$ cat config.mk
export PLATFORM = sky130hd
export DESIGN_NAME = edf_preemptive_scheduler_top
export DESIGN_NICKNAME = d
export VERILOG_FILES = /design/src/design/eps_pkg.sv /design/src/design/eps_table.sv /design/src/design/eps_cmp.sv /design/src/design/edf_preemptive_scheduler_top.sv
export SDC_FILE = /design/constraint.sdc
export NUM_CORES = 2
export LEC_CHECK = 0
export ABC_AREA = 0
export BUFFER_PORTS_ARGS = -buffer_cell sky130_fd_sc_hd__buf_2
export CORE_ASPECT_RATIO = 0.9
export CORE_MARGIN = 10
export CORE_UTILIZATION = 25
export CTS_CLUSTER_DIAMETER = 30
export CTS_CLUSTER_SIZE = 14
export DETAILED_ROUTE_END_ITERATION = 7
export PLACE_DENSITY = 0.4
export SKIP_CTS_REPAIR_TIMING = 1
export SLEW_MARGIN = 10
export SYNTH_ARGS = -nofsm -noshare
export SYNTH_HDL_FRONTEND = slang
export SYNTH_SLANG_ARGS = --single-unit
$ cat constraint.sdc
create_clock -name i_clk -period 5.6 [get_ports i_clk]
set_input_delay 0 -clock i_clk [delete_from_list [all_inputs] [get_ports i_clk]]
set_output_delay 0 -clock i_clk [all_outputs]
set_load 0.02 [all_outputs]
$ cat src/design/eps_pkg.sv
`default_nettype none
package eps_pkg;

    localparam int FIELD_W = 16;
    localparam int SLOT_W  = 4;
    localparam int REM_W   = 16;
    localparam int DL_W    = 16;
    localparam int CFG_W   = 5;
    localparam int KIND_W  = 2;

    localparam logic REQ_LOAD = 1'b0;
    localparam logic REQ_STEP = 1'b1;

    typedef enum logic [KIND_W-1:0] {
        KIND_RUN  = 2'd0,
        KIND_IDLE = 2'd1,
        KIND_NONE = 2'd2,
        KIND_LOAD = 2'd3
    } t_kind;

    typedef enum logic [2:0] {
        ST_IDLE,
        ST_PRIME,
        ST_SCAN,
        ST_FETCH,
        ST_EXEC
    } t_state;

    typedef struct packed {
        logic take_min;
        logic take_sel;
        logic take_next;
    } t_cmp;

endpackage
`default_nettype wire

$ cat src/design/eps_table.sv
`default_nettype none
module eps_table #(
    parameter int MAX_TASKS = 16,
    parameter int TIME_BITS = 16,
    localparam int IDX_W = $clog2(MAX_TASKS)
) (
    input  wire logic                     i_clk,
    input  wire logic                     i_rst_n,
    input  wire logic                     i_we,
    input  wire logic [IDX_W-1:0]         i_waddr,
    input  wire logic [TIME_BITS-1:0]     i_wid,
    input  wire logic [TIME_BITS-1:0]     i_warr,
    input  wire logic [eps_pkg::REM_W-1:0] i_wrem,
    input  wire logic [eps_pkg::DL_W-1:0] i_wdl,
    input  wire logic                     i_wstarted,
    input  wire logic [IDX_W-1:0]         i_raddr,
    output logic [TIME_BITS-1:0]          o_rid,
    output logic [TIME_BITS-1:0]          o_rarr,
    output logic [eps_pkg::REM_W-1:0]     o_rrem,
    output logic [eps_pkg::DL_W-1:0]      o_rdl,
    output logic                          o_rstarted
);
    import eps_pkg::*;

    localparam int ROW_W = 2 * TIME_BITS + REM_W + DL_W;

    logic [ROW_W-1:0]     r_mem [MAX_TASKS];
    logic [MAX_TASKS-1:0] r_valid;
    logic [MAX_TASKS-1:0] r_started;
    logic [ROW_W-1:0]     r_rd_row;
    logic                 r_rd_valid;
    logic                 r_rd_started;

    always_ff @(posedge i_clk) begin
        if (i_we) begin
            r_mem[i_waddr] <= {i_wid, i_warr, i_wrem, i_wdl};
        end
        r_rd_row     <= r_mem[i_raddr];
        r_rd_valid   <= r_valid[i_raddr];
        r_rd_started <= r_started[i_raddr];
    end

    // remaining and started flags reset to zero
    always_ff @(posedge i_clk) begin
        if (!i_rst_n) begin
            r_valid   <= '0;
            r_started <= '0;
        end else if (i_we) begin
            r_valid[i_waddr]   <= 1'b1;
            r_started[i_waddr] <= i_wstarted;
        end
    end

    assign o_rid      = r_rd_row[ROW_W-1 -: TIME_BITS];
    assign o_rarr     = r_rd_row[ROW_W-TIME_BITS-1 -: TIME_BITS];
    assign o_rrem     = r_rd_valid ? r_rd_row[DL_W +: REM_W] : '0;
    assign o_rdl      = r_rd_row[DL_W-1:0];
    assign o_rstarted = r_rd_valid & r_rd_started;

endmodule
`default_nettype wire

$ cat src/design/eps_cmp.sv
`default_nettype none
module eps_cmp #(
    parameter int TIME_BITS = 16
) (
    input  wire logic                     i_first,
    input  wire logic [TIME_BITS-1:0]     i_arr,
    input  wire logic                     i_rem_nz,
    input  wire logic [eps_pkg::DL_W-1:0] i_dl,
    input  wire logic [TIME_BITS-1:0]     i_clock,
    input  wire logic [TIME_BITS-1:0]     i_min,
    input  wire logic                     i_sel_found,
    input  wire logic [eps_pkg::DL_W-1:0] i_sel_dl,
    input  wire logic                     i_nxt_found,
    input  wire logic [TIME_BITS-1:0]     i_nxt_arr,
    output eps_pkg::t_cmp                 o_cmp
);
    import eps_pkg::*;

    logic arrived;

    always_comb begin
        arrived          = (i_arr <= i_clock);
        o_cmp.take_min   = i_first || (i_arr < i_min);
        // earliest deadline, lowest slot on a tie
        o_cmp.take_sel   = i_rem_nz && arrived && (!i_sel_found || (i_dl < i_sel_dl));
        o_cmp.take_next  = i_rem_nz && !arrived && (!i_nxt_found || (i_arr < i_nxt_arr));
    end

endmodule
`default_nettype wire

$ cat src/design/edf_preemptive_scheduler_top.sv
`default_nettype none
// load, or a step once every task is done: result registered in the cycle after the start beat
// step: the first step of a schedule runs a clock priming pass, then a selection pass
// over N slots; later steps run the selection pass only; a run answer then passes
// the fetch and execute states, an idle or nothing-left answer skips them; one table row read per cycle
// result strobe lasts one cycle, the receiver cannot stall
// synchronous active-low reset clears control state, remaining and started flags
module edf_preemptive_scheduler_top #(
    parameter int MAX_TASKS = 16,
    parameter int TIME_BITS = 16
) (
    input  wire logic                        i_clk,
    input  wire logic                        i_rst_n,
    input  wire logic                        start,
    output logic                             busy,
    input  wire logic                        i_req_type,
    input  wire logic [eps_pkg::SLOT_W-1:0]  i_slot,
    input  wire logic [eps_pkg::FIELD_W-1:0] i_task_id,
    input  wire logic [eps_pkg::FIELD_W-1:0] i_arrival,
    input  wire logic [eps_pkg::FIELD_W-1:0] i_burst,
    input  wire logic [eps_pkg::FIELD_W-1:0] i_deadline,
    input  wire logic                        i_cfg_we,
    input  wire logic [eps_pkg::CFG_W-1:0]   i_cfg_wdata,
    output logic                             o_strobe,
    output logic [eps_pkg::KIND_W-1:0]       o_kind,
    output logic [eps_pkg::FIELD_W-1:0]      o_run_id,
    output logic [eps_pkg::FIELD_W-1:0]      o_span_start,
    output logic [eps_pkg::FIELD_W-1:0]      o_span_end,
    output logic                             o_extends_previous,
    output logic                             o_response_valid,
    output logic [eps_pkg::FIELD_W-1:0]      o_resp_delay,
    output logic                             o_finished,
    output logic [eps_pkg::FIELD_W-1:0]      o_finish_at,
    output logic                             o_all_done
);
    import eps_pkg::*;

    localparam int IDX_W = $clog2(MAX_TASKS);
    localparam int CNT_W = $clog2(MAX_TASKS + 1);

    t_state               r_state, n_state;
    logic [CFG_W-1:0]     r_task_count;
    logic [CNT_W-1:0]     r_idx, n_idx;
    logic [TIME_BITS-1:0] r_clock, n_clock;
    logic                 r_primed, n_primed;
    logic [CNT_W-1:0]     r_done, n_done;
    logic [TIME_BITS-1:0] r_last_id, n_last_id;
    logic                 r_last_valid, n_last_valid;
    logic [TIME_BITS-1:0] r_min, n_min;
    logic                 r_sel_found, n_sel_found;
    logic [IDX_W-1:0]     r_sel_idx, n_sel_idx;
    logic [DL_W-1:0]      r_sel_dl, n_sel_dl;
    logic                 r_nxt_found, n_nxt_found;
    logic [TIME_BITS-1:0] r_nxt_arr, n_nxt_arr;

    logic                 r_strobe, n_strobe;
    t_kind                r_kind, n_kind;
    logic [FIELD_W-1:0]   r_run_id, n_run_id;
    logic [FIELD_W-1:0]   r_span_start, n_span_start;
    logic [FIELD_W-1:0]   r_span_end, n_span_end;
    logic                 r_ext, n_ext;
    logic                 r_resp_valid, n_resp_valid;
    logic [FIELD_W-1:0]   r_resp_time, n_resp_time;
    logic                 r_finished, n_finished;
    logic [FIELD_W-1:0]   r_compl_time, n_compl_time;
    logic                 r_all_done, n_all_done;

    logic                 accept;
    logic                 slot_ok;
    logic [CNT_W-1:0]     n_act;
    logic [CNT_W-1:0]     proc_cnt;
    logic [IDX_W-1:0]     rd_addr;
    logic [REM_W-1:0]     rem_dec;

    logic                 tbl_we;
    logic [IDX_W-1:0]     tbl_waddr;
    logic [TIME_BITS-1:0] tbl_wid;
    logic [TIME_BITS-1:0] tbl_warr;
    logic [REM_W-1:0]     tbl_wrem;
    logic [DL_W-1:0]      tbl_wdl;
    logic                 tbl_wstarted;

    logic [TIME_BITS-1:0] rd_id;
    logic [TIME_BITS-1:0] rd_arr;
    logic [REM_W-1:0]     rd_rem;
    logic [DL_W-1:0]      rd_dl;
    logic                 rd_started;
    t_cmp                 cmp;

    assign busy    = (r_state != ST_IDLE);
    assign accept  = start && !busy;
    assign slot_ok = (32'(i_slot) < MAX_TASKS);

    always_comb begin
        if (r_task_count == '0) begin
            n_act = CNT_W'(1);
        end else if (32'(r_task_count) > MAX_TASKS) begin
            n_act = CNT_W'(MAX_TASKS);
        end else begin
            n_act = CNT_W'(r_task_count);
        end
    end

    assign proc_cnt = r_idx - CNT_W'(1);
    assign rem_dec  = rd_rem - REM_W'(1);

    always_comb begin
        if (r_state == ST_FETCH) begin
            rd_addr = r_sel_idx;
        end else if (r_idx < n_act) begin
            rd_addr = r_idx[IDX_W-1:0];
        end else begin
            rd_addr = '0;
        end
    end

    always_comb begin
        if (r_state == ST_EXEC) begin
            tbl_we       = 1'b1;
            tbl_waddr    = r_sel_idx;
            tbl_wid      = rd_id;
            tbl_warr     = rd_arr;
            tbl_wrem     = rem_dec;
            tbl_wdl      = rd_dl;
            tbl_wstarted = 1'b1;
        end else begin
            tbl_we       = accept && (i_req_type == REQ_LOAD) && slot_ok;
            tbl_waddr    = IDX_W'(i_slot);
            tbl_wid      = TIME_BITS'(i_task_id);
            tbl_warr     = TIME_BITS'(i_arrival);
            tbl_wrem     = i_burst;
            tbl_wdl      = i_deadline;
            tbl_wstarted = 1'b0;
        end
    end

    eps_table #(
        .MAX_TASKS (MAX_TASKS),
        .TIME_BITS (TIME_BITS)
    ) u_table (
        .i_clk      (i_clk),
        .i_rst_n    (i_rst_n),
        .i_we       (tbl_we),
        .i_waddr    (tbl_waddr),
        .i_wid      (tbl_wid),
        .i_warr     (tbl_warr),
        .i_wrem     (tbl_wrem),
        .i_wdl      (tbl_wdl),
        .i_wstarted (tbl_wstarted),
        .i_raddr    (rd_addr),
        .o_rid      (rd_id),
        .o_rarr     (rd_arr),
        .o_rrem     (rd_rem),
        .o_rdl      (rd_dl),
        .o_rstarted (rd_started)
    );

    eps_cmp #(
        .TIME_BITS (TIME_BITS)
    ) u_cmp (
        .i_first     (r_idx == CNT_W'(1)),
        .i_arr       (rd_arr),
        .i_rem_nz    (rd_rem != '0),
        .i_dl        (rd_dl),
        .i_clock     (r_clock),
        .i_min       (r_min),
        .i_sel_found (r_sel_found),
        .i_sel_dl    (r_sel_dl),
        .i_nxt_found (r_nxt_found),
        .i_nxt_arr   (r_nxt_arr),
        .o_cmp       (cmp)
    );

    always_comb begin
        n_state      = r_state;
        n_idx        = r_idx;
        n_clock      = r_clock;
        n_primed     = r_primed;
        n_done       = r_done;
        n_last_id    = r_last_id;
        n_last_valid = r_last_valid;
        n_min        = r_min;
        n_sel_found  = r_sel_found;
        n_sel_idx    = r_sel_idx;
        n_sel_dl     = r_sel_dl;
        n_nxt_found  = r_nxt_found;
        n_nxt_arr    = r_nxt_arr;
        n_strobe     = 1'b0;
        n_kind       = KIND_LOAD;
        n_run_id     = '0;
        n_span_start = '0;
        n_span_end   = '0;
        n_ext        = 1'b0;
        n_resp_valid = 1'b0;
        n_resp_time  = '0;
        n_finished   = 1'b0;
        n_compl_time = '0;
        n_all_done   = 1'b0;

        case (r_state)
            ST_IDLE: begin
                if (accept) begin
                    if (i_req_type == REQ_LOAD) begin
                        // a load starts a new schedule
                        n_primed     = 1'b0;
                        n_done       = '0;
                        n_last_valid = 1'b0;
                        n_strobe     = 1'b1;
                        n_kind       = KIND_LOAD;
                    end else if (r_done >= n_act) begin
                        n_strobe   = 1'b1;
                        n_kind     = KIND_NONE;
                        n_all_done = 1'b1;
                    end else begin
                        n_idx       = '0;
                        n_sel_found = 1'b0;
                        n_nxt_found = 1'b0;
                        n_state     = r_primed ? ST_SCAN : ST_PRIME;
                    end
                end
            end
            ST_PRIME: begin
                if (r_idx != '0 && cmp.take_min) begin
                    n_min = rd_arr;
                end
                if (r_idx == n_act) begin
                    n_clock  = n_min;
                    n_primed = 1'b1;
                    n_idx    = '0;
                    n_state  = ST_SCAN;
                end else begin
                    n_idx = r_idx + CNT_W'(1);
                end
            end
            ST_SCAN: begin
                if (r_idx != '0) begin
                    if (cmp.take_sel) begin
                        n_sel_found = 1'b1;
                        n_sel_idx   = proc_cnt[IDX_W-1:0];
                        n_sel_dl    = rd_dl;
                    end
                    if (cmp.take_next) begin
                        n_nxt_found = 1'b1;
                        n_nxt_arr   = rd_arr;
                    end
                end
                if (r_idx == n_act) begin
                    if (n_sel_found) begin
                        n_state = ST_FETCH;
                    end else if (n_nxt_found) begin
                        // idle span up to the next arrival
                        n_strobe     = 1'b1;
                        n_kind       = KIND_IDLE;
                        n_span_start = FIELD_W'(r_clock);
                        n_span_end   = FIELD_W'(n_nxt_arr);
                        n_clock      = n_nxt_arr;
                        n_last_valid = 1'b0;
                        n_state      = ST_IDLE;
                    end else begin
                        n_strobe   = 1'b1;
                        n_kind     = KIND_NONE;
                        n_all_done = (r_done >= n_act);
                        n_state    = ST_IDLE;
                    end
                end else begin
                    n_idx = r_idx + CNT_W'(1);
                end
            end
            ST_FETCH: begin
                n_state = ST_EXEC;
            end
            ST_EXEC: begin
                n_clock = (r_clock == '1) ? r_clock : r_clock + TIME_BITS'(1);
                n_strobe     = 1'b1;
                n_kind       = KIND_RUN;
                n_run_id     = FIELD_W'(rd_id);
                n_span_start = FIELD_W'(r_clock);
                n_span_end   = FIELD_W'(n_clock);
                n_ext        = r_last_valid && (r_last_id == rd_id);
                if (!rd_started) begin
                    n_resp_valid = 1'b1;
                    n_resp_time  = FIELD_W'(r_clock - rd_arr);
                end
                if (rem_dec == '0) begin
                    n_finished   = 1'b1;
                    n_compl_time = FIELD_W'(n_clock);
                    if (r_done < n_act) begin
                        n_done = r_done + CNT_W'(1);
                    end
                end
                n_all_done   = (n_done >= n_act);
                n_last_id    = rd_id;
                n_last_valid = 1'b1;
                n_state      = ST_IDLE;
            end
            default: begin
                n_state = ST_IDLE;
            end
        endcase
    end

    always_ff @(posedge i_clk) begin
        if (!i_rst_n) begin
            r_state      <= ST_IDLE;
            r_task_count <= CFG_W'(1);
            r_idx        <= '0;
            r_clock      <= '0;
            r_primed     <= 1'b0;
            r_done       <= '0;
            r_last_id    <= '0;
            r_last_valid <= 1'b0;
            r_sel_found  <= 1'b0;
            r_nxt_found  <= 1'b0;
            r_strobe     <= 1'b0;
        end else begin
            r_state      <= n_state;
            if (i_cfg_we) begin
                r_task_count <= i_cfg_wdata;
            end
            r_idx        <= n_idx;
            r_clock      <= n_clock;
            r_primed     <= n_primed;
            r_done       <= n_done;
            r_last_id    <= n_last_id;
            r_last_valid <= n_last_valid;
            r_sel_found  <= n_sel_found;
            r_nxt_found  <= n_nxt_found;
            r_strobe     <= n_strobe;
        end
    end

    always_ff @(posedge i_clk) begin
        r_min        <= n_min;
        r_sel_idx    <= n_sel_idx;
        r_sel_dl     <= n_sel_dl;
        r_nxt_arr    <= n_nxt_arr;
        r_kind       <= n_kind;
        r_run_id     <= n_run_id;
        r_span_start <= n_span_start;
        r_span_end   <= n_span_end;
        r_ext        <= n_ext;
        r_resp_valid <= n_resp_valid;
        r_resp_time  <= n_resp_time;
        r_finished   <= n_finished;
        r_compl_time <= n_compl_time;
        r_all_done   <= n_all_done;
    end

    assign o_strobe           = r_strobe;
    assign o_kind             = r_kind;
    assign o_run_id           = r_run_id;
    assign o_span_start       = r_span_start;
    assign o_span_end         = r_span_end;
    assign o_extends_previous = r_ext;
    assign o_response_valid   = r_resp_valid;
    assign o_resp_delay       = r_resp_time;
    assign o_finished         = r_finished;
    assign o_finish_at        = r_compl_time;
    assign o_all_done         = r_all_done;

    // every beat closes the item and returns the block to idle
    a_beat_idle: assert property (@(posedge i_clk) disable iff (!i_rst_n)
        o_strobe |-> !busy)
        else $error("result beat while busy");

    a_beat_cause: assert property (@(posedge i_clk) disable iff (!i_rst_n)
        o_strobe |-> ($past(busy) || $past(start)))
        else $error("result beat without an item");

    a_done_bound: assert property (@(posedge i_clk) disable iff (!i_rst_n)
        32'(r_done) <= MAX_TASKS)
        else $error("done count beyond table size");

    a_all_done_kind: assert property (@(posedge i_clk) disable iff (!i_rst_n)
        (o_strobe && o_all_done) |-> (r_kind == KIND_RUN || r_kind == KIND_NONE))
        else $error("all done flagged on load or idle beat");

endmodule
`default_nettype wire

==> run summary <==
clk_skew = 0.06411 ns
die area = 232400 µm²
Fin. Hold Viols = 35
Critical Path AT = 5.07 ns
r2r setup slk = 1.28 ns
Worst-Skew Late Latency = 0.92 ns
reg2reg start = u_table.r_rd_valid$_DFF_P_
main area contributors after synthesis = edfxtp_1, dfxtp_1, nand2_1
# setup viols final = 0
initial antenna violation count = 9
Clk pin slew, worst setup/hold paths = 0.04 ns
Die Y = 458.3 µm
hpwl dp = 95300 µm
root buffer cell = clkbuf_16
biggest area consumer among synthesized cells = edfxtp_1
Post-Route Utilization = 0.3336
sequential share of power = 0.324
slowest stage delay, CP = 0.53 ns
Most flops, register = u_table.r_mem
minimum clock period = 4.319 ns
Regs by FF count = u_table.r_mem x1024, u_table.r_rd_row x64
Initial DRT Pass Iterations = 5
ys async rst share = 0
gr usage total = 0.1469
status = complete, but fails checks
hold depth = 3
Fill cells = 21257
Gate Count Post-Synth = 4633
First DRT Iteration DRCs = 2878
synthesis-stage register bit count = 1315
synth-to-layout area growth = 32.39%
Final Cycle Share = 0.7713
violated checks = negative hold slack
hold_ws = -0.08977 ns
Core Region = 211800 µm²
Synth Net Count = 4797
buffers added on ports = 165
Max Slew Vio Count = 0
Cell Pwr Density = 485.8 nW/µm²
most common cell after layout, fill and taps aside = nand2_1
max reg flops = 1024
Synth top area share = 0.6054
Syn. warnings = 0
Gate power share = 0.092
Avg Vias per Cell = 4.577
Multi-input gate area = 14930 µm²
GRT Residual Overflow = 0
worst vdd ir = 0.3183 mV
Clk pwr share = 0.583
Crit Path Class = reg2reg
register area share after synthesis = 0.6950
Storage cell area = 37100 µm²
vias = 37473
NetSw = 8.185 mW
FF-to-FF End = o_all_done$_SDFF_PP0_
worst hold path class = in2reg
relative slew slack = 0.2200
slowest cell on the critical path = or4b_4
commonest cells after routing, fill and taps aside = nand2_1, edfxtp_1, nand3_1, clkbuf_16, dfxtp_1
total negative slack = 0 ns
initial core utilization = 0.2520
RSZ-0062 raised after global routing = no
prevailing post-synth register cell = edfxtp_1
CTS Sinks = 1315
first-pass GRT wire length = 257600 µm
WHS Endpoint = u_table.r_mem[13][3]$_DFFE_PP_
crit-path cells = nand2_1 -> ha_1 -> or4b_4 -> o311a_1 -> or3_1 -> nor3_1 -> and4_1 -> and2_4 -> mux2_1 -> ha_1 -> a21oi_1 -> nor2b_1 -> o21ai_0 -> nand2b_1 -> a21oi_1 -> o22ai_1
crit path launch type = flip-flop
Data required, critical path = 6.35 ns
Crit Path Max Fanout = 10
vias in the first global route = 36794
Hold Crit Start = i_deadline[3]
Nets = 5236
total CTS buffers = 351
CP Capture Type = flip-flop
fmax = 231.5 MHz
Pleak = 26.22 nW
Power Internal = 26.14 mW
DRC = 0
pin count of the biggest net entering global routing = 137
CTS Buffer Depth = 4
WL final = 177600 µm
syn_area_per_cell = 11.52 µm²
WL per Instance = 21.69 µm
clock tree from TritonCTS = yes
Worst Reg-to-Reg Cells = 16
die width = 507.0 µm
Least-Margin Pin Slew = 1.162 ns
remaining antenna violation count after routing = 0
Site Rows = 160
Mapped Area = 53370 µm²
switch share = 0.2384
Max-Cap Viols = 0
Post-synth EDFFs = 1076
layout cells sized above 1 = 0.1621
Synth cell types = 76
RePlAce Congestion = 0.7777
H-tree Lvls = 5
I/O pin cnt = 166
==> power by group through the flow <==
stage          logic [mW]  clock network, mW  registers, mW
3_5_place_dp         3.17                  0           11.3
2_1_floorplan        2.14                  0           11.2
6_report             3.16               20.0           11.1
3_3_place_gp         3.18                  0           11.3
5_1_grt              3.57               20.9           11.2
4_1_cts              3.18               20.3           11.1
==> through the flow <==
stage	total power [mW]	setup WS, ns	cells	instance area [µm²]
finish	34.33	1.281	8188	70660
global route	35.61	0.9749	8186	70650
CTS	34.64	1.297	8105	69860
detailed placement	14.47	1.353	7477	58020
global placement	14.48	1.359	7477	58020
floorplan	13.33	0.8599	4633	53370
==> worst max path at each step <==
stage	slack, ns	end	start	cells past startpoint
after floorplan	0.86	u_table.r_started[12]$_SDFFE_PN0P_	r_state[2]$_SDFFE_PN0P_	9
after global routing	0.97	o_all_done$_SDFF_PP0_	u_table.r_rd_valid$_DFF_P_	16
after detailed placement	1.35	o_all_done$_SDFF_PP0_	u_table.r_rd_valid$_DFF_P_	16
after global placement	1.36	o_all_done$_SDFF_PP0_	u_table.r_rd_valid$_DFF_P_	16
after CTS	1.30	o_all_done$_SDFF_PP0_	u_table.r_rd_valid$_DFF_P_	16
final	1.28	o_all_done$_SDFF_PP0_	u_table.r_rd_valid$_DFF_P_	16
==> final cells by class <==
| class | instances | share of cell area |
|---|---|---|
| Inverter | 129 | 0.006853 |
| Multi-Input combinational cell | 2923 | 0.2114 |
| Timing Repair Buffer | 352 | 0.03871 |
| Antenna cell | 6 | 0.0002125 |
| Clock inverter | 177 | 0.03168 |
| Tap cell | 2835 | 0.05020 |
| Sequential cell | 1315 | 0.5250 |
| Clock buffer | 451 | 0.1360 |
==> cells by family (layout without fill, tap and decap cells) <==
family                     after synthesis  in the layout  share of synthesized area
AOI/OAI and AO/OA                      277            277                    0.03376
and+or+nand+nor                       2448           2448                     0.2017
buffers and inverters                  395           1109                    0.02944
adders and majority gates               86             86                    0.02030
muxes                                   57             57                    0.01076
DFF                                   1315           1315                     0.6950
other                                    0              6                          0
xor gates and xnor gates                55             55                   0.009026
==> cells in the mapped netlist, drive strengths merged, types with 4 or more instances <==
library cell / count
nor4: 7
nand3b: 8
nor2b: 23
and3: 9
or3: 7
o21ai: 80
a22oi: 5
a2111oi: 5
a21oi: 80
nand4: 86
o32ai: 4
nand2b: 12
nand2: 1274
xnor2: 31
a31oi: 13
o221a: 15
a21o: 15
nand3: 811
a21boi: 4
dfxtp: 239
edfxtp: 1076
nor2: 156
and2: 5
o211ai: 7
buf: 80
inv: 128
o31a: 4
ha: 85
o2111ai: 4
a211oi: 8
mux2i: 54
and4: 4
clkbuf: 186
nor3: 30
or2: 4
xor2: 24
==> critical path, delay by kind of cell (launching register included) <==
| family | cells | cell delay (ns) |
|---|---|---|
| simple gates | 8 | 1.90 |
| compound gates | 5 | 0.86 |
| fa+ha+maj | 2 | 0.65 |
| flops | 1 | 0.41 |
| mux | 1 | 0.33 |
==> routing by layer <==
layer	part of all wire	up-vias	GRT usage
met5	0	-	0
met1	0.47	18548	0.2037
li1	-	17532	-
met2	0.46	1070	0.2279
met4	0.025	0	0.04982
met3	0.053	323	0.02988
(Power assumes the default switching activity.)
